`src/hw/rtl/bkrt_pkg.sv`:
```
// Shared types and constants for the button key repeat timer.
`timescale 1ns / 1ps
`default_nettype none

package bkrt_pkg;

    localparam int CMD_W   = 2;
    localparam int IDX_W   = 4;
    localparam int CLR_W   = 16;
    localparam int MS_W    = 16;
    localparam int TS_W    = 32;
    localparam int CFG_A_W = 2;
    localparam int CFG_D_W = 16;

    typedef enum logic [CMD_W-1:0] {
        CMD_BUTTON = 2'd0,
        CMD_CLEAR  = 2'd1,
        CMD_TICK   = 2'd2
    } t_cmd;

    localparam logic [CFG_A_W-1:0] REG_DELAY      = 2'd0;
    localparam logic [CFG_A_W-1:0] REG_PERIOD     = 2'd1;
    localparam logic [CFG_A_W-1:0] REG_REPEATABLE = 2'd2;

    localparam logic [MS_W-1:0]    DELAY_RST      = 16'd500;
    localparam logic [MS_W-1:0]    PERIOD_RST     = 16'd30;
    localparam logic [CFG_D_W-1:0] REPEATABLE_RST = 16'h003C;

endpackage

`default_nettype wire

```
`src/hw/rtl/button_key_repeat_timer_top.sv`:
```
// Top level of the button key auto-repeat (typematic) timer.
`timescale 1ns / 1ps
`default_nettype none

// The block takes one command per transfer on the input channel: a button
// press or release, a clear of held-mask bits, or a one-millisecond tick.
// A press or release gives one timestamped down or up event. While any
// repeatable button is held, the repeat timer counts ticks; after the delay,
// and then every period, a tick gives one repeat down event for each held
// repeatable button in ascending button order, the last one flagged with
// o_last_of_burst. Button indices at or above BUTTON_COUNT are ignored.
// Flow: an accepted item is held in an input register and handled, once
// the result register is free, by combinational logic that loads the result
// register, so a new item can be taken every cycle while the result register
// is not held. A repeat burst of N buttons holds the result register for N
// output transfers, one per cycle while the receiver is ready, during which
// one further item can wait in the input register. Configuration registers
// are to be written through the plain write port only while the block is idle
// (the user's duty; the block does not enforce it); a write to index 3 is ignored.

module button_key_repeat_timer_top
    import bkrt_pkg::*;
#(
    parameter int BUTTON_COUNT = 11
) (
    input  wire logic               i_clk,
    input  wire logic               i_rst_n,
    // Configuration write port.
    input  wire logic               i_cfg_wr_en,
    input  wire logic [CFG_A_W-1:0] i_cfg_addr,
    input  wire logic [CFG_D_W-1:0] i_cfg_wdata,
    // Command channel.
    input  wire logic               i_valid,
    output logic                    o_ready,
    input  wire logic [CMD_W-1:0]   i_cmd,
    input  wire logic [IDX_W-1:0]   i_button_index,
    input  wire logic               i_pressed,
    input  wire logic [CLR_W-1:0]   i_clear_bits,
    // Event channel.
    output logic                    o_valid,
    input  wire logic               i_ready,
    output logic [IDX_W-1:0]        o_event_button,
    output logic                    o_is_down,
    output logic                    o_is_repeat,
    output logic [TS_W-1:0]         o_timestamp_ms,
    output logic                    o_last_of_burst
);

    localparam int BC = BUTTON_COUNT;

    // Configuration registers.
    logic [MS_W-1:0]    r_delay;
    logic [MS_W-1:0]    r_period;
    logic [CFG_D_W-1:0] r_repeatable;

    // Input register.
    logic               r_in_valid;
    t_cmd               r_cmd;
    logic [IDX_W-1:0]   r_idx;
    logic               r_prs;
    logic [CLR_W-1:0]   r_clr;

    // Timer state.
    logic [BC-1:0]      r_held,  n_held;
    logic               r_armed, n_armed;
    logic [MS_W-1:0]    r_count, n_count;
    logic [TS_W-1:0]    r_clock, n_clock;

    // Result register. The mask holds the buttons still to be reported;
    // a single press or release event is a mask with one bit set.
    logic               r_out_valid;
    logic [BC-1:0]      r_mask;
    logic               r_down;
    logic               r_rep;
    logic [TS_W-1:0]    r_ts;

    logic               n_emit;
    logic [BC-1:0]      n_mask;
    logic               n_down;
    logic               n_rep;

    logic [BC-1:0]      s_rep_mask;
    logic [BC-1:0]      s_wanted;
    logic [BC-1:0]      s_idx_onehot;
    logic               s_idx_ok;
    logic               s_last;
    logic               s_out_take;
    logic               s_out_free;
    logic               s_step;
    logic [IDX_W-1:0]   s_btn;

    assign s_rep_mask = r_repeatable[BC-1:0];
    assign s_idx_ok   = ({1'b0, r_idx} < (IDX_W+1)'(BC));

    always_comb begin
        for (int j = 0; j < BC; j++) begin
            s_idx_onehot[j] = (r_idx == IDX_W'(j));
        end
    end

    // Lowest pending button of the result register.
    always_comb begin
        s_btn = '0;
        for (int j = BC - 1; j >= 0; j--) begin
            if (r_mask[j]) begin
                s_btn = IDX_W'(j);
            end
        end
    end

    assign s_last     = ((r_mask & (r_mask - BC'(1))) == '0);
    assign s_out_take = r_out_valid && i_ready;
    assign s_out_free = !r_out_valid || (s_out_take && s_last);
    assign s_step     = r_in_valid && s_out_free;
    assign o_ready    = !r_in_valid || s_step;

    // Command handling: next timer state and the result to load.
    always_comb begin
        n_held   = r_held;
        n_armed  = r_armed;
        n_count  = r_count;
        n_clock  = r_clock;
        n_emit   = 1'b0;
        n_mask   = '0;
        n_down   = 1'b0;
        n_rep    = 1'b0;
        s_wanted = '0;
        case (r_cmd)
            CMD_BUTTON: begin
                if (s_idx_ok) begin
                    n_held   = r_prs ? (r_held | s_idx_onehot) : (r_held & ~s_idx_onehot);
                    s_wanted = n_held & s_rep_mask;
                    n_emit   = 1'b1;
                    n_mask   = s_idx_onehot;
                    n_down   = r_prs;
                    if ((s_wanted != '0) && !r_armed) begin
                        n_armed = 1'b1;
                        n_count = (r_delay != '0) ? r_delay : MS_W'(1);
                    end else if ((s_wanted == '0) && r_armed) begin
                        n_armed = 1'b0;
                        n_count = '0;
                    end
                end
            end
            CMD_CLEAR: begin
                n_held   = r_held & ~r_clr[BC-1:0];
                s_wanted = n_held & s_rep_mask;
                if (r_armed && (s_wanted == '0)) begin
                    n_armed = 1'b0;
                    n_count = '0;
                end
            end
            CMD_TICK: begin
                n_clock  = r_clock + TS_W'(1);
                s_wanted = r_held & s_rep_mask;
                if (r_armed) begin
                    if (r_count > MS_W'(1)) begin
                        n_count = r_count - MS_W'(1);
                    end else if (s_wanted == '0) begin
                        // Nothing repeatable is held any more.
                        n_armed = 1'b0;
                        n_count = '0;
                    end else begin
                        n_emit = 1'b1;
                        n_mask = s_wanted;
                        n_down = 1'b1;
                        n_rep  = 1'b1;
                        if (r_period == '0) begin
                            n_armed = 1'b0;
                            n_count = '0;
                        end else begin
                            n_count = r_period;
                        end
                    end
                end
            end
            default: begin
                // Unused command code: no effect.
            end
        endcase
    end

    // Control state.
    always_ff @(posedge i_clk) begin
        if (!i_rst_n) begin
            r_delay      <= DELAY_RST;
            r_period     <= PERIOD_RST;
            r_repeatable <= REPEATABLE_RST;
            r_in_valid   <= 1'b0;
            r_held       <= '0;
            r_armed      <= 1'b0;
            r_count      <= '0;
            r_clock      <= '0;
            r_out_valid  <= 1'b0;
        end else begin
            if (i_cfg_wr_en) begin
                case (i_cfg_addr)
                    REG_DELAY:      r_delay      <= i_cfg_wdata;
                    REG_PERIOD:     r_period     <= i_cfg_wdata;
                    REG_REPEATABLE: r_repeatable <= i_cfg_wdata;
                    default: begin
                    end
                endcase
            end
            if (o_ready) begin
                r_in_valid <= i_valid;
            end
            if (s_step) begin
                r_held  <= n_held;
                r_armed <= n_armed;
                r_count <= n_count;
                r_clock <= n_clock;
            end
            if (s_step && n_emit) begin
                r_out_valid <= 1'b1;
            end else if (s_out_take && s_last) begin
                r_out_valid <= 1'b0;
            end
        end
    end

    // Payload registers.
    always_ff @(posedge i_clk) begin
        if (i_valid && o_ready) begin
            r_cmd <= t_cmd'(i_cmd);
            r_idx <= i_button_index;
            r_prs <= i_pressed;
            r_clr <= i_clear_bits;
        end
        if (s_step && n_emit) begin
            r_mask <= n_mask;
            r_down <= n_down;
            r_rep  <= n_rep;
            r_ts   <= n_clock;
        end else if (s_out_take) begin
            // Drop the button just transferred.
            r_mask <= r_mask & (r_mask - BC'(1));
        end
    end

    assign o_valid         = r_out_valid;
    assign o_event_button  = s_btn;
    assign o_is_down       = r_down;
    assign o_is_repeat     = r_rep;
    assign o_timestamp_ms  = r_ts;
    assign o_last_of_burst = s_last;

endmodule

`default_nettype wire

```
`config.mk`:
```
export PLATFORM = sky130hd
export DESIGN_NAME = button_key_repeat_timer_top
export DESIGN_NICKNAME = d
export VERILOG_FILES = /design/src/hw/rtl/bkrt_pkg.sv /design/src/hw/rtl/button_key_repeat_timer_top.sv
export SDC_FILE = /design/constraint.sdc
export NUM_CORES = 1
export LEC_CHECK = 0
export BUFFER_PORTS_ARGS = -buffer_cell sky130_fd_sc_hd__buf_2
export CAP_MARGIN = 40
export CORE_MARGIN = 5
export CORE_UTILIZATION = 54
export CTS_CLUSTER_DIAMETER = 40
export DETAILED_ROUTE_END_ITERATION = 16
export PLACE_DENSITY = 0.77
export SLEW_MARGIN = 0
export SYNTH_ARGS = -nofsm -noshare
export SYNTH_HDL_FRONTEND = slang
export SYNTH_SLANG_ARGS = --single-unit
```
`constraint.sdc`:
```
create_clock -name i_clk -period 3.1 [get_ports i_clk]
set_input_delay 0.62 -clock i_clk [delete_from_list [all_inputs] [get_ports i_clk]]
set_output_delay 0.62 -clock i_clk [all_outputs]
set_load 0.005 [all_outputs]
```
* Word level (Yosys, flattened, before mapping)
Cells that the tools add are included.
Operators by class: bitwise operators 9, reductions and logical operators 33, add/sub/neg operators 3, equal/unequal tests 18, muxes and demuxes 50, magnitude comparators 2
Operator list (count):
- $mux W16 | 9
- $mux W11 | 8
- $and A11 B11 Y11 | 6
- $pmux W16 S3 | 1
- $logic_not A11 Y1 | 4
- $mux W4 | 11
- $pmux W11 S2 | 2
- $add A32 B1 Y32 const B | 1
- $mux W32 | 1
- $not A11 Y11 | 2
- $eq A4 B3 Y1 const B | 4
- $gt A16 B1 Y1 const B | 1
- $logic_not A16 Y1 | 1
- $reduce_bool A16 Y1 | 1
- $sub A16 B1 Y16 const B | 1
- $mux W1 | 15
- $eq A4 B4 Y1 const B | 3
- $or A11 B11 Y11 | 1
- $reduce_bool A11 Y1 | 1
- $sub A11 B1 Y11 const B | 1
- $eq A4 B2 Y1 const B | 2
- $logic_and A1 B1 Y1 | 8
- $ne A2 B2 Y1 const B | 3
- $reduce_and A2 Y1 | 3
- 16 further kinds | 25
Word-level totals: input port bits 46, flip-flop bits (word level) 168, logic and storage cells 132

* Logic depth before layout (Yosys ltp)
Gate-level depths: netlist of the first run.
depth after elaboration 11, mapped depth 14, mapped depth without buffers 12

* Least setup slack after synthesis of the first run
Ideal clock, no wire load.
path kind flip-flop to flip-flop, start point register r_idx[0], end point register r_count[11], library setup time 91 ps, path buffers 2, required time 3009 ps, setup slack -209 ps, data arrival time 3218 ps, period minus slack after synthesis 3309 ps, cell stages (with the launch flop) 15, cells stage by stage edfxtp_1 > nor2b_1 > nand2_1 > mux2i_1 > o22ai_1 > nor4_1 > nand4_1 > ha_1 > or3_1 > a31oi_1 > and3b_1 > clkbuf_1 > clkbuf_1 > a21oi_1 > a311oi_1
On the way: longest elaborated chain between the ends 10, elaborated cells between the ends (all ways) 27, those cells by class order compare: 1; eq/ne: 12; mux: 4; bitwise: 4; reduce/logical: 6
Ends and longest elaborated chain:
- start, declared | line button_key_repeat_timer_top.sv:59 | logic [IDX_W-1:0] r_idx;
- start signal, assigned | line button_key_repeat_timer_top.sv:226 | r_idx <= i_button_index;
- $eq A4 B1 Y1, or another cell as far along | line button_key_repeat_timer_top.sv:97 | s_idx_onehot[j] = (r_idx == IDX_W'(j));
- $not A11 Y11 | line button_key_repeat_timer_top.sv:131 | n_held = r_prs ? (r_held | s_idx_onehot) : (r_held & ~s_idx_onehot);
- $and A11 B11 Y11 | line button_key_repeat_timer_top.sv:131
- $mux W11 | line button_key_repeat_timer_top.sv:131
- $and A11 B11 Y11 | line button_key_repeat_timer_top.sv:132 | s_wanted = n_held & s_rep_mask;
- $reduce_bool A11 Y1 | line button_key_repeat_timer_top.sv:136 | if ((s_wanted != '0) && !r_armed) begin
- $logic_and A1 B1 Y1 | line button_key_repeat_timer_top.sv:136
- $mux W16 | line button_key_repeat_timer_top.sv:136
- $mux W16 | line button_key_repeat_timer_top.sv:130 | if (s_idx_ok) begin
- $pmux W16 S3 | line button_key_repeat_timer_top.sv:128 | case (r_cmd)
- end signal, assigned | line button_key_repeat_timer_top.sv:211 | r_count <= n_count;
- end, declared | line button_key_repeat_timer_top.sv:66 | logic [MS_W-1:0] r_count, n_count;
Parallel ways exist; a longest one is shown, timed or not. The select of a mux whose other input is x is not followed. A chain may end at the register's enable or synchronous reset.

* Worst setup path after layout of the first run
start point register r_idx[0], end point register r_count[6]
The elaborated chain is that of the path after synthesis.

==> results of run 1 <==
## final timing paths
check / start / to / slack (ps) / cells past startpoint
setup / recovery: r_idx[0] / r_count[6] / -270 / 14
hold / removal: i_clear_bits[3] / r_clr[3] / 360 / 1
setup reg to reg: r_idx[0] / r_count[6] / -270 / 14
hold reg to reg: r_delay[9] / r_delay[9] / 480 / 2
## Yosys cell counts, types with 14 or more instances
library cell / count / area share [%]
mux2i_1: 28 / 3.3
or3_1: 26 / 1.9
clkbuf_1: 45 / 2.0
a21oi_1: 93 / 5.5
nor3_1: 23 / 1.4
nand3_1: 25 / 1.5
dfxtp_1: 105 / 25
o21ai_0: 34 / 2.0
o311ai_0: 14 / 1.4
edfxtp_1: 63 / 22
nor2_1: 34 / 1.5
xnor2_1: 28 / 2.9
nand2_1: 153 / 6.8
inv_1: 30 / 1.3
## cell families after synthesis
family | Yosys count
AND/OR/NAND/NOR | 357
AO/OA/AOI/OAI | 243
flip-flops | 168
buffers and inverters | 87
XOR/XNOR | 39
multiplexers | 29
adder cells (fa/ha/maj) | 8
## stage by stage
stage | hold WS (ps) | utilization [%] | setup TNS [ps]
after detailed placement | 465.2 | 61.03 | -4188
after global placement | 461.3 | 60.95 | -3772
after CTS | 349.0 | 66.08 | -2542
final | 360.9 | 66.75 | -3959
after global routing | 347.6 | 66.75 | -7318
after floorplan | 436.4 | - | 0
## report_power, final
group | switching, uW | leakage (uW) | internal [uW]
Sequential | 92.9 | 0.00140 | 2390
Clock | 861 | 0.000276 | 1110
Combinational | 567 | 0.00206 | 378
## layer usage
layer  up-vias  GRT usage (%)
met5         -              0
met4         0          8.791
met3        55          4.123
met2       299          38.47
met1      3514          33.21
li1       3641              -
## worst max-delay path: stages, from the launching register on
cell and delay (ps):
edfxtp_1 470, nor2b_4 210, nand2_1 100, mux2i_1 230
o22ai_1 170, nor4_4 320, nand4_1 150, ha_1 300
or3_1 380, a31oi_2 190, and3b_2 260, buf_12 120
buf_16 110, a31o_2 150, o31ai_1 60
## what timing repair did
item                       CTS  global route
hold endpoints to repair     0             0
hold buffers                 0             0
setup endpoints to repair   18            21
pin swaps                   32            11
gates resized for setup     26            17
buffers inserted             8             8
gates cloned                 2             0
## state kept, by name (all words and copies together), names as in the netlist
signal          flops
o_timestamp_ms     32
r_clock            32
r_count            16
r_delay            16
r_period           16
r_clr              11
r_held             11
r_mask             11
r_repeatable       11
r_idx               4
r_cmd               2
o_is_down           1
o_is_repeat         1
o_valid             1
r_armed             1
r_in_valid          1
r_prs               1
## layout make-up
cell class | count | share of cell area (%)
Tap cell | 211 | 2.592
Timing Repair Buffer | 146 | 9.607
Clock inverter | 10 | 0.6511
Clock buffer | 22 | 4.767
Multi-Input combinational cell | 676 | 42.03
Sequential cell | 168 | 39.21
Inverter | 30 | 1.143
==> impl_results.rst, run 1 <==
.. list-table::
   :header-rows: 1

   * - Metric
     - Value
   * - Post-synth cell types
     - 67
   * - DRC violation total after the first TritonRoute iteration
     - 663
   * - Clock latency of the later-clocked register in the worst-skew pair
     - 430 ps
   * - Placed insts
     - 1214
   * - I/O Pins
     - 87
   * - Area of combinational cells with multiple inputs
     - 4280 sq um
   * - Result of the run
     - finished with violations
   * - Areal power density over the cells
     - 530.0 nW/um^2
   * - Pre-CTS setup slack
     - -279.4 ps
   * - Leakage power summed over all cells
     - 0.003738 uW
   * - Unrepaired setup endpoints after global routing
     - yes
   * - Portion of the clock cycle consumed by the worst path in the final layout
     - 108.7%
   * - Adder-Cell Fraction of Synth Area
     - 1.183%
   * - EDFF count, synth
     - 63
   * - Sequential cell area
     - 3994 sq um
   * - Drt drc
     - 0
   * - Largest family of logic cells by synthesized area
     - simple AND/OR/NAND/NOR gates
   * - Worst slew margin relative to its limit
     - 41.69%
   * - DR pass1 iterations
     - 5
   * - Gp weighted congestion
     - 0.9720
   * - Critical path data required time
     - 3380 ps
   * - Post-Synthesis Cells
     - 931
   * - First-pass GRT wire length
     - 35.42 mm
   * - Fraction of synthesized area in multiplexers
     - 3.446%
   * - Max capacitance violation total
     - 0
   * - Width of the die
     - 135.2 microns
   * - Post-synthesis area per instance
     - 9.086 sq um
   * - Root buffer selected by CTS
     - clkbuf_16
   * - Antenna cell count
     - 0
   * - Maximum VDD drop
     - 0.4649 mV
   * - Fraction of layout instances using a drive strength above 1
     - 22.34%
   * - Max frequency
     - 296.8 MHz
   * - H-tree lvl count
     - 4
   * - Count of buffers inserted at the top-level ports
     - 81
   * - Syn Std Cell Area
     - 8459 sq um
   * - Placed standard-cell area
     - 9311 sq um
   * - Initial antenna violation count
     - 0
   * - Total die area
     - 18270 sq um
   * - Num Clock Sinks
     - 168
   * - Post-detailed-route wirelength per cell
     - 17.37 microns
   * - Drt via density
     - 5.945
   * - CTS Buffer Depth
     - 2
   * - Met3 wire length
     - 1.533 mm
   * - Failing checks
     - negative setup slack
   * - Leading cell type in the layout, fill and taps excluded
     - nand2_1
   * - Total power
     - 5398 uW
   * - Maximum fanout along the worst path
     - 8
   * - CP Data Arrival Time
     - 3650 ps
   * - Crit path kind
     - flop to flop
   * - Count of filler cells inserted in the layout
     - 1243
   * - Final net count
     - 1093
   * - Post-route design area
     - 10180 sq um
   * - Length of routed wiring on met1
     - 9.679 mm
   * - Hold Fails Final Rpt
     - 0
   * - Remaining global-route overflow
     - 0
   * - HP Class
     - input port to flop
   * - Simple logic cell fraction of the synthesized area
     - 21.51%
   * - Via count of the first global-routing pass
     - 7020
   * - Final setup margin
     - -269.6 ps
   * - Total CTS buffers
     - 17
   * - Slew Limit Fails
     - 0
   * - Time the final worst path needs with I/O delays and setup
     - 3370 ps
   * - Most used cells in the layout excluding fill and tap cells
     - nand2_1, dfxtp_1, a21oi_1
   * - Sort of element at the end of the critical path
     - flop
   * - Number of vias after detailed routing
     - 7509
   * - Area fraction in compound gates after synthesis
     - 18.44%
   * - Least-Margin Pin Slew
     - 874.7 ps
   * - Largest net degree at the start of global routing
     - 76
   * - Cell row count
     - 45
   * - Detailed-routed wire length on met2
     - 10.19 mm
   * - Final cell count without fillers
     - 1263
   * - Total length of routed wires
     - 21.94 mm
   * - Warnings, synthesis
     - 0
   * - Dominant register cell in the synthesized netlist
     - dfxtp_1
   * - Post-synthesis async set-or-reset flop share
     - 0%
   * - Post-synthesis sequential element count
     - 168
   * - Final Setup Violations
     - 17
   * - Top metal layer carrying routed signals
     - met4
   * - Clock skew after layout
     - 6.958 ps
   * - Final HPWL DP
     - 15.04 mm
   * - Synth-to-Final Area Change
     - 20.40%
   * - Fraction of the yosys area taken by sequential cells
     - 47.21%
   * - Xor/xnor share of the synthesized area
     - 4.038%
   * - Clock tree from TritonCTS
     - yes
   * - Number of nets with antenna violations after routing
     - 0
   * - Initial core utilization
     - 55.44%
   * - Total routing usage reported by global routing
     - 24.14%
   * - Net Count, Synth
     - 985
   * - Category of the worst setup path launch point
     - flop
   * - Placeable core region
     - 15260 sq um
   * - Clock slew at the register clock pins of the worst setup and hold paths
     - 60 ps
   * - Height of the die
     - 135.2 microns
Note: power is estimated with default switching activity, not from simulation.
==> inputs of run 2 (changes only) <==
--- a/config.mk
+++ b/config.mk
@@ -8,11 +8,12 @@
 export BUFFER_PORTS_ARGS = -buffer_cell sky130_fd_sc_hd__buf_2
 export CAP_MARGIN = 40
 export CORE_MARGIN = 5
-export CORE_UTILIZATION = 54
+export CORE_UTILIZATION = 58
 export CTS_CLUSTER_DIAMETER = 40
 export DETAILED_ROUTE_END_ITERATION = 16
-export PLACE_DENSITY = 0.77
+export PLACE_DENSITY = 0.79
 export SLEW_MARGIN = 0
 export SYNTH_ARGS = -nofsm -noshare
 export SYNTH_HDL_FRONTEND = slang
 export SYNTH_SLANG_ARGS = --single-unit
+export TNS_END_PERCENT = 10
==> constraint.sdc (replaced) <==
create_clock -name i_clk -period 3.8 [get_ports i_clk]
set_input_delay 0.76 -clock i_clk [delete_from_list [all_inputs] [get_ports i_clk]]
set_output_delay 0.76 -clock i_clk [all_outputs]
set_load 0.05 [all_outputs]
==> run 2 against run 1 <==
  * The flow now finishes without violations
  * Highest routed layer unchanged
  * Cell area decreased by 6.0%
  * Sequential share of layout area increased by 2.5 points
  * Final cell count decreased by 6.1%
  * Register-to-register slack improved by 620 ps
==> impl_results.rst, run 2 (synthesized netlist as in run 1, its figures left out) <==
.. list-table::
   :header-rows: 1

   * - Metric
     - Value
   * - Result of the run
     - finished, final reports clean (was finished with violations)
   * - Unrepaired setup endpoints after global routing
     - no (was yes)
   * - Category of the worst setup path launch point
     - flop (unchanged)
   * - Root buffer selected by CTS
     - clkbuf_16 (unchanged)
   * - Final net count
     - 1043 (was 1093)
   * - Portion of the clock cycle consumed by the worst path in the final layout
     - 92.65%
   * - H-tree lvl count
     - 4 (unchanged)
   * - Leakage power summed over all cells
     - 0.003469 uW (was 0.003738 uW)
   * - Height of the die
     - 130.8 microns (was 135.2 microns)
   * - Crit path kind
     - flop to primary output (was flop to flop)
   * - Met1 track demand over resource in global routing
     - 33.10% (was 33.21%)
   * - Number of nets with antenna violations after routing
     - 0 (unchanged)
   * - Antenna cell count
     - 0 (unchanged)
   * - CP peak stage delay
     - 550 ps (was 470 ps)
   * - Clock latency of the later-clocked register in the worst-skew pair
     - 420 ps (was 430 ps)
   * - Width of the die
     - 130.8 microns (was 135.2 microns)
   * - Gp weighted congestion
     - 0.9609 (was 0.9720)
   * - I/O Pins
     - 87 (unchanged)
   * - Maximum fanout along the worst path
     - 9 (was 8)
   * - Max capacitance violation total
     - 0 (unchanged)
   * - Critical-path cell with the highest stage delay
     - or4b_4 (was edfxtp_1)
   * - Total power
     - 4457 uW (was 5398 uW)
   * - CTS-repair resized insts
     - 0 (was 26)
   * - CP Data Arrival Time
     - 2760 ps (was 3650 ps)
   * - Count of buffers inserted at the top-level ports
     - 81 (unchanged)
   * - DR pass1 iterations
     - 5 (unchanged)
   * - Most utilized layer in the global route result
     - met2 (unchanged)
   * - CTS Buffer Depth
     - 2 (unchanged)
   * - Max frequency
     - 284.0 MHz
   * - Fraction of layout instances using a drive strength above 1
     - 15.17% (was 22.34%)
   * - Total routing usage reported by global routing
     - 24.83% (was 24.14%)
   * - Total length of routed wires
     - 20.62 mm (was 21.94 mm)
   * - Sort of element at the end of the critical path
     - primary output (was flop)
   * - Setup TNS
     - 0 ps (was -3959 ps)
   * - Final Setup Violations
     - 0 (was 17)
   * - Setup Fix Bufs, Post-CTS
     - 0 (was 8)
   * - Clock tree from TritonCTS
     - yes (unchanged)
   * - Time the final worst path needs with I/O delays and setup
     - 3521 ps
   * - Total die area
     - 17100 sq um (was 18270 sq um)
   * - First-pass GRT wire length
     - 33.72 mm (was 35.42 mm)
   * - Drt drc
     - 0 (unchanged)
   * - Post-detailed-route wirelength per cell
     - 17.39 microns (was 17.37 microns)
   * - Least-Margin Pin Slew
     - 844.1 ps (was 874.7 ps)
   * - Maximum VDD drop
     - 0.3763 mV (was 0.4649 mV)
   * - Largest net degree at the start of global routing
     - 76 (unchanged)
   * - Post-route core utilization
     - 66.40% (was 66.75%)
   * - Met2 usage
     - 40.17% (was 38.47%)
   * - HP Class
     - flop to flop (was input port to flop)
   * - Post-CTS Hold Fix Bufs
     - 0 (unchanged)
   * - Areal power density over the cells
     - 465.3 nW/um^2 (was 530.0 nW/um^2)
   * - Remaining global-route overflow
     - 0 (unchanged)
   * - Final HPWL DP
     - 14.43 mm (was 15.04 mm)
   * - List of cells traversed by the critical path
     - nor3_2 > or4b_4 > a211oi_2 > o31ai_1 > nand2_1 > buf_2 (was nor2b_4 > nand2_1 > mux2i_1 > o22ai_1 > nor4_4 > nand4_1 > ha_1 > or3_1 > a31oi_2 > and3b_2 > buf_12 > buf_16 > a31o_2 > o31ai_1)
   * - Slew Limit Fails
     - 0 (unchanged)
   * - Num Clock Sinks
     - 168 (unchanged)
   * - Initial core utilization
     - 58.65% (was 55.44%)
   * - Worst slew margin relative to its limit
     - 43.73% (was 41.69%)
   * - Placeable core region
     - 14420 sq um (was 15260 sq um)
   * - Initial antenna violation count
     - 0 (unchanged)
   * - Hold Fails Final Rpt
     - 0 (unchanged)
   * - Number of buffer and inverter stages on the critical path
     - 1 (was 2)
   * - Number of vias after detailed routing
     - 7361 (was 7509)
   * - Leading cell type in the layout, fill and taps excluded
     - nand2_1 (unchanged)
   * - DRC violation total after the first TritonRoute iteration
     - 710 (was 663)
   * - Cell row count
     - 44 (was 45)
   * - Largest delay contributor family on the critical path
     - simple AND/OR/NAND/NOR gates (unchanged)
   * - Via count of the first global-routing pass
     - 6738 (was 7020)
   * - Hold slack final
     - 479.0 ps (was 360.9 ps)
   * - Critical path data required time
     - 3040 ps (was 3380 ps)
   * - Clock slew at the register clock pins of the worst setup and hold paths
     - 60 ps (about the same)
   * - Routing usage on met3
     - 4.919% (was 4.123%)
   * - Clock skew after layout
     - 7.178 ps (was 6.958 ps)
   * - Synth-to-Final Area Change
     - 13.22% (was 20.40%)
   * - Most used cells in the layout excluding fill and tap cells
     - nand2_1, dfxtp_1, a21oi_1 (unchanged)
   * - Drt via density
     - 6.207 (was 5.945)
   * - Total CTS buffers
     - 17 (unchanged)
## run 2: cell types whose count changed in the layout (fill, tap and decap cells not counted), moves of 3 or more
cell,change
buf_4,-41
a21oi_1,+9
a21oi_2,-9
buf_12,-4
buf_6,-4
mux2i_1,+4
mux2i_2,-4
nand2_1,+4
nand2_2,-4
nor2b_4,-3
## run 2: tightest hold or removal path, stage by stage (launching register included)
cell,delay (ps)
dfxtp_1,320
nand2_1,60
a21oi_1,50
## run 2: layout make-up
class,count,area (sq um)
clock buffers,22,508.0
clock inverters,10,87.58
fillers,1215,4846
inverters,30,112.6
multi-input cells,676,4128
flip-flops and latches,168,3994
well taps,184,230.2
repair buffers,96,518.0
## run 2: worst paths after layout
| path | from | endpoint | slack [ps] | cells after the start |
|---|---|---|---|---|
| worst max-delay path | r_mask[2] | o_ready | 280 | 6 |
| worst min register to register | r_delay[0] | r_delay[0] | 480 | 2 |
| worst min-delay path | r_delay[0] | r_delay[0] | 480 | 2 |
| worst max register to register | r_idx[2] | r_count[7] | 350 | 13 |
## run 2: power breakdown
| part | total (uW) | internal (uW) | switching (uW) | leakage [uW] |
|---|---|---|---|---|
| registers | 2020 | 1950 | 78.0 | 0.00140 |
| clock network | 1710 | 1020 | 692 | 0.000283 |
| logic | 724 | 245 | 479 | 0.00179 |
## run 2: metal layers
metal,share of wire [%],wire (microns),vias up
met5,0,0,-
met4,2.6,546,0
met3,7.8,1607,50
met2,47,9634,329
met1,43,8833,3447
li1,-,-,3535
## run 2: through the flow
| stage | setup slack, ps | std cells | cell area [sq um] |
|---|---|---|---|
| final | 279.4 | 1186 | 9578 |
| after floorplan | 490.9 | 931 | 8459 |
| after global routing | 8.163 | 1186 | 9578 |
| after detailed placement | 343.7 | 1154 | 8977 |
| after CTS | 275.1 | 1186 | 9573 |
| after global placement | 375.7 | 1153 | 8970 |
==> inputs of run 3 (changes only) <==
--- a/config.mk
+++ b/config.mk
@@ -12,6 +12,7 @@
 export CTS_CLUSTER_DIAMETER = 40
 export DETAILED_ROUTE_END_ITERATION = 16
 export PLACE_DENSITY = 0.79
+export RECOVER_POWER = 50
 export SLEW_MARGIN = 0
 export SYNTH_ARGS = -nofsm -noshare
 export SYNTH_HDL_FRONTEND = slang
==> run 3 against run 2 <==
  * The run now ends with max-capacitance violations, max-slew violations left
  * Critical path depth is the same
  * Sequential share of layout area grew 0.38 points
  * Final cell count is the same
  * Non-clock buffer count is the same
  * Critical endpoint unchanged
==> impl_results.rst, run 3 (synthesized netlist as in run 1, its figures left out) <==
.. list-table::
   :header-rows: 1

   * - Metric
     - Value
   * - Cell row count
     - 44 (unchanged)
   * - Result of the run
     - finished with violations (was finished, final reports clean)
   * - Total CTS buffers
     - 17 (unchanged)
   * - Portion of the clock cycle consumed by the worst path in the final layout
     - 93.04% (was 92.65%)
   * - Largest delay contributor family on the critical path
     - simple AND/OR/NAND/NOR gates (unchanged)
   * - Count of buffers inserted at the top-level ports
     - 81 (unchanged)
   * - First-pass GRT wire length
     - 33.72 mm (unchanged)
   * - Worst slew margin relative to its limit
     - -20.45% (was 43.73%)
   * - Drt drc
     - 0 (unchanged)
   * - Root buffer selected by CTS
     - clkbuf_16 (unchanged)
   * - Final Setup Violations
     - 0 (unchanged)
   * - Largest net degree at the start of global routing
     - 76 (unchanged)
   * - List of cells traversed by the critical path
     - nor3_2 > or4b_4 > a211oi_2 > o31ai_1 > nand2_1 > buf_2 (unchanged)
   * - Total length of routed wires
     - 20.70 mm (was 20.62 mm)
   * - Gp weighted congestion
     - 0.9609 (unchanged)
   * - Synth-to-Final Area Change
     - 12.19% (was 13.22%)
   * - Final HPWL DP
     - 14.43 mm (unchanged)
   * - Hold slack final
     - 477.9 ps (was 479.0 ps)
   * - Internal power of the cells
     - 3201 uW (was 3208 uW)
   * - Areal power density over the cells
     - 468.9 nW/um^2 (was 465.3 nW/um^2)
   * - Most used cells in the layout excluding fill and tap cells
     - nand2_1, dfxtp_1, a21oi_1 (unchanged)
   * - Total die area
     - 17100 sq um (unchanged)
   * - Num Clock Sinks
     - 168 (unchanged)
   * - Sort of element at the end of the critical path
     - primary output (unchanged)
   * - Final net count
     - 1043 (unchanged)
   * - Clock latency of the later-clocked register in the worst-skew pair
     - 420 ps (about the same)
   * - Max capacitance violation total
     - 1 (was 0)
   * - Hold Fails Final Rpt
     - 0 (unchanged)
   * - Number of vias after detailed routing
     - 7323 (was 7361)
   * - Initial core utilization
     - 58.65% (unchanged)
   * - Critical path data required time
     - 3040 ps (about the same)
   * - Height of the die
     - 130.8 microns (unchanged)
   * - Fraction of power spent switching nets
     - 28.06% (was 28.03%)
   * - Critical-path cell with the highest stage delay
     - or4b_4 (unchanged)
   * - Slew Limit Fails
     - 39 (was 0)
   * - Switching power summed over all nets
     - 1249 uW (about the same)
   * - Failing checks
     - max-capacitance violations, max-slew violations
   * - Length of routed wiring on met1
     - 9.036 mm (was 8.833 mm)
   * - Unrepaired setup endpoints after global routing
     - no (unchanged)
   * - Clock tree from TritonCTS
     - yes (unchanged)
   * - Total routing usage reported by global routing
     - 24.83% (unchanged)
   * - Met3 wire length
     - 1.486 mm (was 1.607 mm)
   * - H-tree lvl count
     - 4 (unchanged)
   * - Clock network fraction of total power
     - 38.4% (was 38.3%)
   * - Antenna cell count
     - 0 (unchanged)
   * - DRC violation total after the first TritonRoute iteration
     - 617 (was 710)
   * - Least-Margin Pin Slew
     - 1807 ps (was 844.1 ps)
   * - Max frequency
     - 282.9 MHz (was 284.0 MHz)
   * - Post-detailed-route wirelength per cell
     - 17.46 microns (was 17.39 microns)
   * - HP Class
     - flop to flop (unchanged)
   * - Clock slew at the register clock pins of the worst setup and hold paths
     - 60 ps (about the same)
   * - Time the final worst path needs with I/O delays and setup
     - 3535 ps (was 3521 ps)
   * - Sequential power share
     - 45.5% (was 45.4%)
   * - Maximum fanout along the worst path
     - 7 (was 9)
   * - Placeable core region
     - 14420 sq um (unchanged)
   * - Crit path kind
     - flop to primary output (unchanged)
   * - Via count of the first global-routing pass
     - 6738 (unchanged)
   * - Drt via density
     - 6.175 (was 6.207)
   * - Clock skew after layout
     - 6.291 ps (was 7.178 ps)
   * - Remaining global-route overflow
     - 0 (unchanged)
   * - CTS Buffer Depth
     - 2 (unchanged)
   * - Logic gate share of total power
     - 16.1% (was 16.2%)
   * - Detailed-routed wire length on met2
     - 9.544 mm (was 9.634 mm)
   * - I/O Pins
     - 87 (unchanged)
   * - Width of the die
     - 130.8 microns (unchanged)
   * - Maximum VDD drop
     - 0.3767 mV (was 0.3763 mV)
   * - CP peak stage delay
     - 550 ps (about the same)
   * - DR pass1 iterations
     - 6 (was 5)
   * - Top metal layer carrying routed signals
     - met4 (unchanged)
   * - Leading cell type in the layout, fill and taps excluded
     - nand2_1 (unchanged)
   * - Category of the worst setup path launch point
     - flop (unchanged)
   * - Setup TNS
     - 0 ps (unchanged)
   * - Leakage power summed over all cells
     - 0.003351 uW (was 0.003469 uW)
   * - Initial antenna violation count
     - 0 (unchanged)
   * - CP Data Arrival Time
     - 2780 ps (was 2760 ps)
   * - Number of buffer and inverter stages on the critical path
     - 1 (unchanged)
   * - Number of nets with antenna violations after routing
     - 0 (unchanged)
   * - Fraction of layout instances using a drive strength above 1
     - 10.38% (was 15.17%)
run 3: path summary, 6_finish.rpt:
kind / startpoint / end / slack [ps] / depth (start not counted)
worst max-delay path: r_mask[3] / o_ready / 260 / 6
worst min-delay path: r_delay[0] / r_delay[0] / 480 / 2
worst max register to register: r_idx[2] / r_count[7] / 360 / 13
worst min register to register: r_delay[0] / r_delay[0] / 480 / 2
run 3: metrics by stage:
step	instance area (sq um)	setup slack (ps)	cells	util [%]	power, uW
after floorplan	8459	490.9	931	-	2575
after global placement	8970	375.7	1153	62.19	2756
after detailed placement	8977	343.7	1154	62.24	2769
after CTS	9573	275.1	1186	66.37	4461
after global routing	9490	8.135	1186	65.80	4633
final	9490	264.7	1186	65.80	4450
run 3: worst reg2reg max path, stage by stage, from the launching register on:
cell and delay [ps]:
edfxtp_1 480, nor2_1 270, nand2_1 100, mux2i_1 250
o22ai_1 130, nor4_1 300, nand4_1 160, ha_1 300
or3_1 360, a31oi_1 220, and3b_1 180, buf_4 220
a21oi_1 100, a311oi_1 260
run 3: routing by layer:
layer | up-vias | GRT usage (%)
met3 | 56 | 4.919
met5 | - | 0
met4 | 0 | 9.558
li1 | 3531 | -
met2 | 323 | 40.17
met1 | 3413 | 33.10
run 3: power groups by stage:
stage | sequential, uW | combinational (uW) | clock [uW]
finish | 2030 | 716 | 1710
global route | 2030 | 778 | 1820
CTS | 2020 | 714 | 1730
detailed placement | 2060 | 708 | 0
global placement | 2060 | 697 | 0
floorplan | 2080 | 498 | 0
run 3: layout make-up:
cell class	count	area [sq um]
well taps	184	230.2
repair buffers	96	456.7
fillers	1244	4933
multi-input cells	676	4101
flip-flops and latches	168	3994
clock inverters	10	87.58
inverters	30	112.6
clock buffers	22	508.0
run 3: timing repair:
action	in CTS	in global routing
gates resized for setup	0	2
setup endpoints to repair	0	15
hold buffers	0	0
buffers inserted	0	0
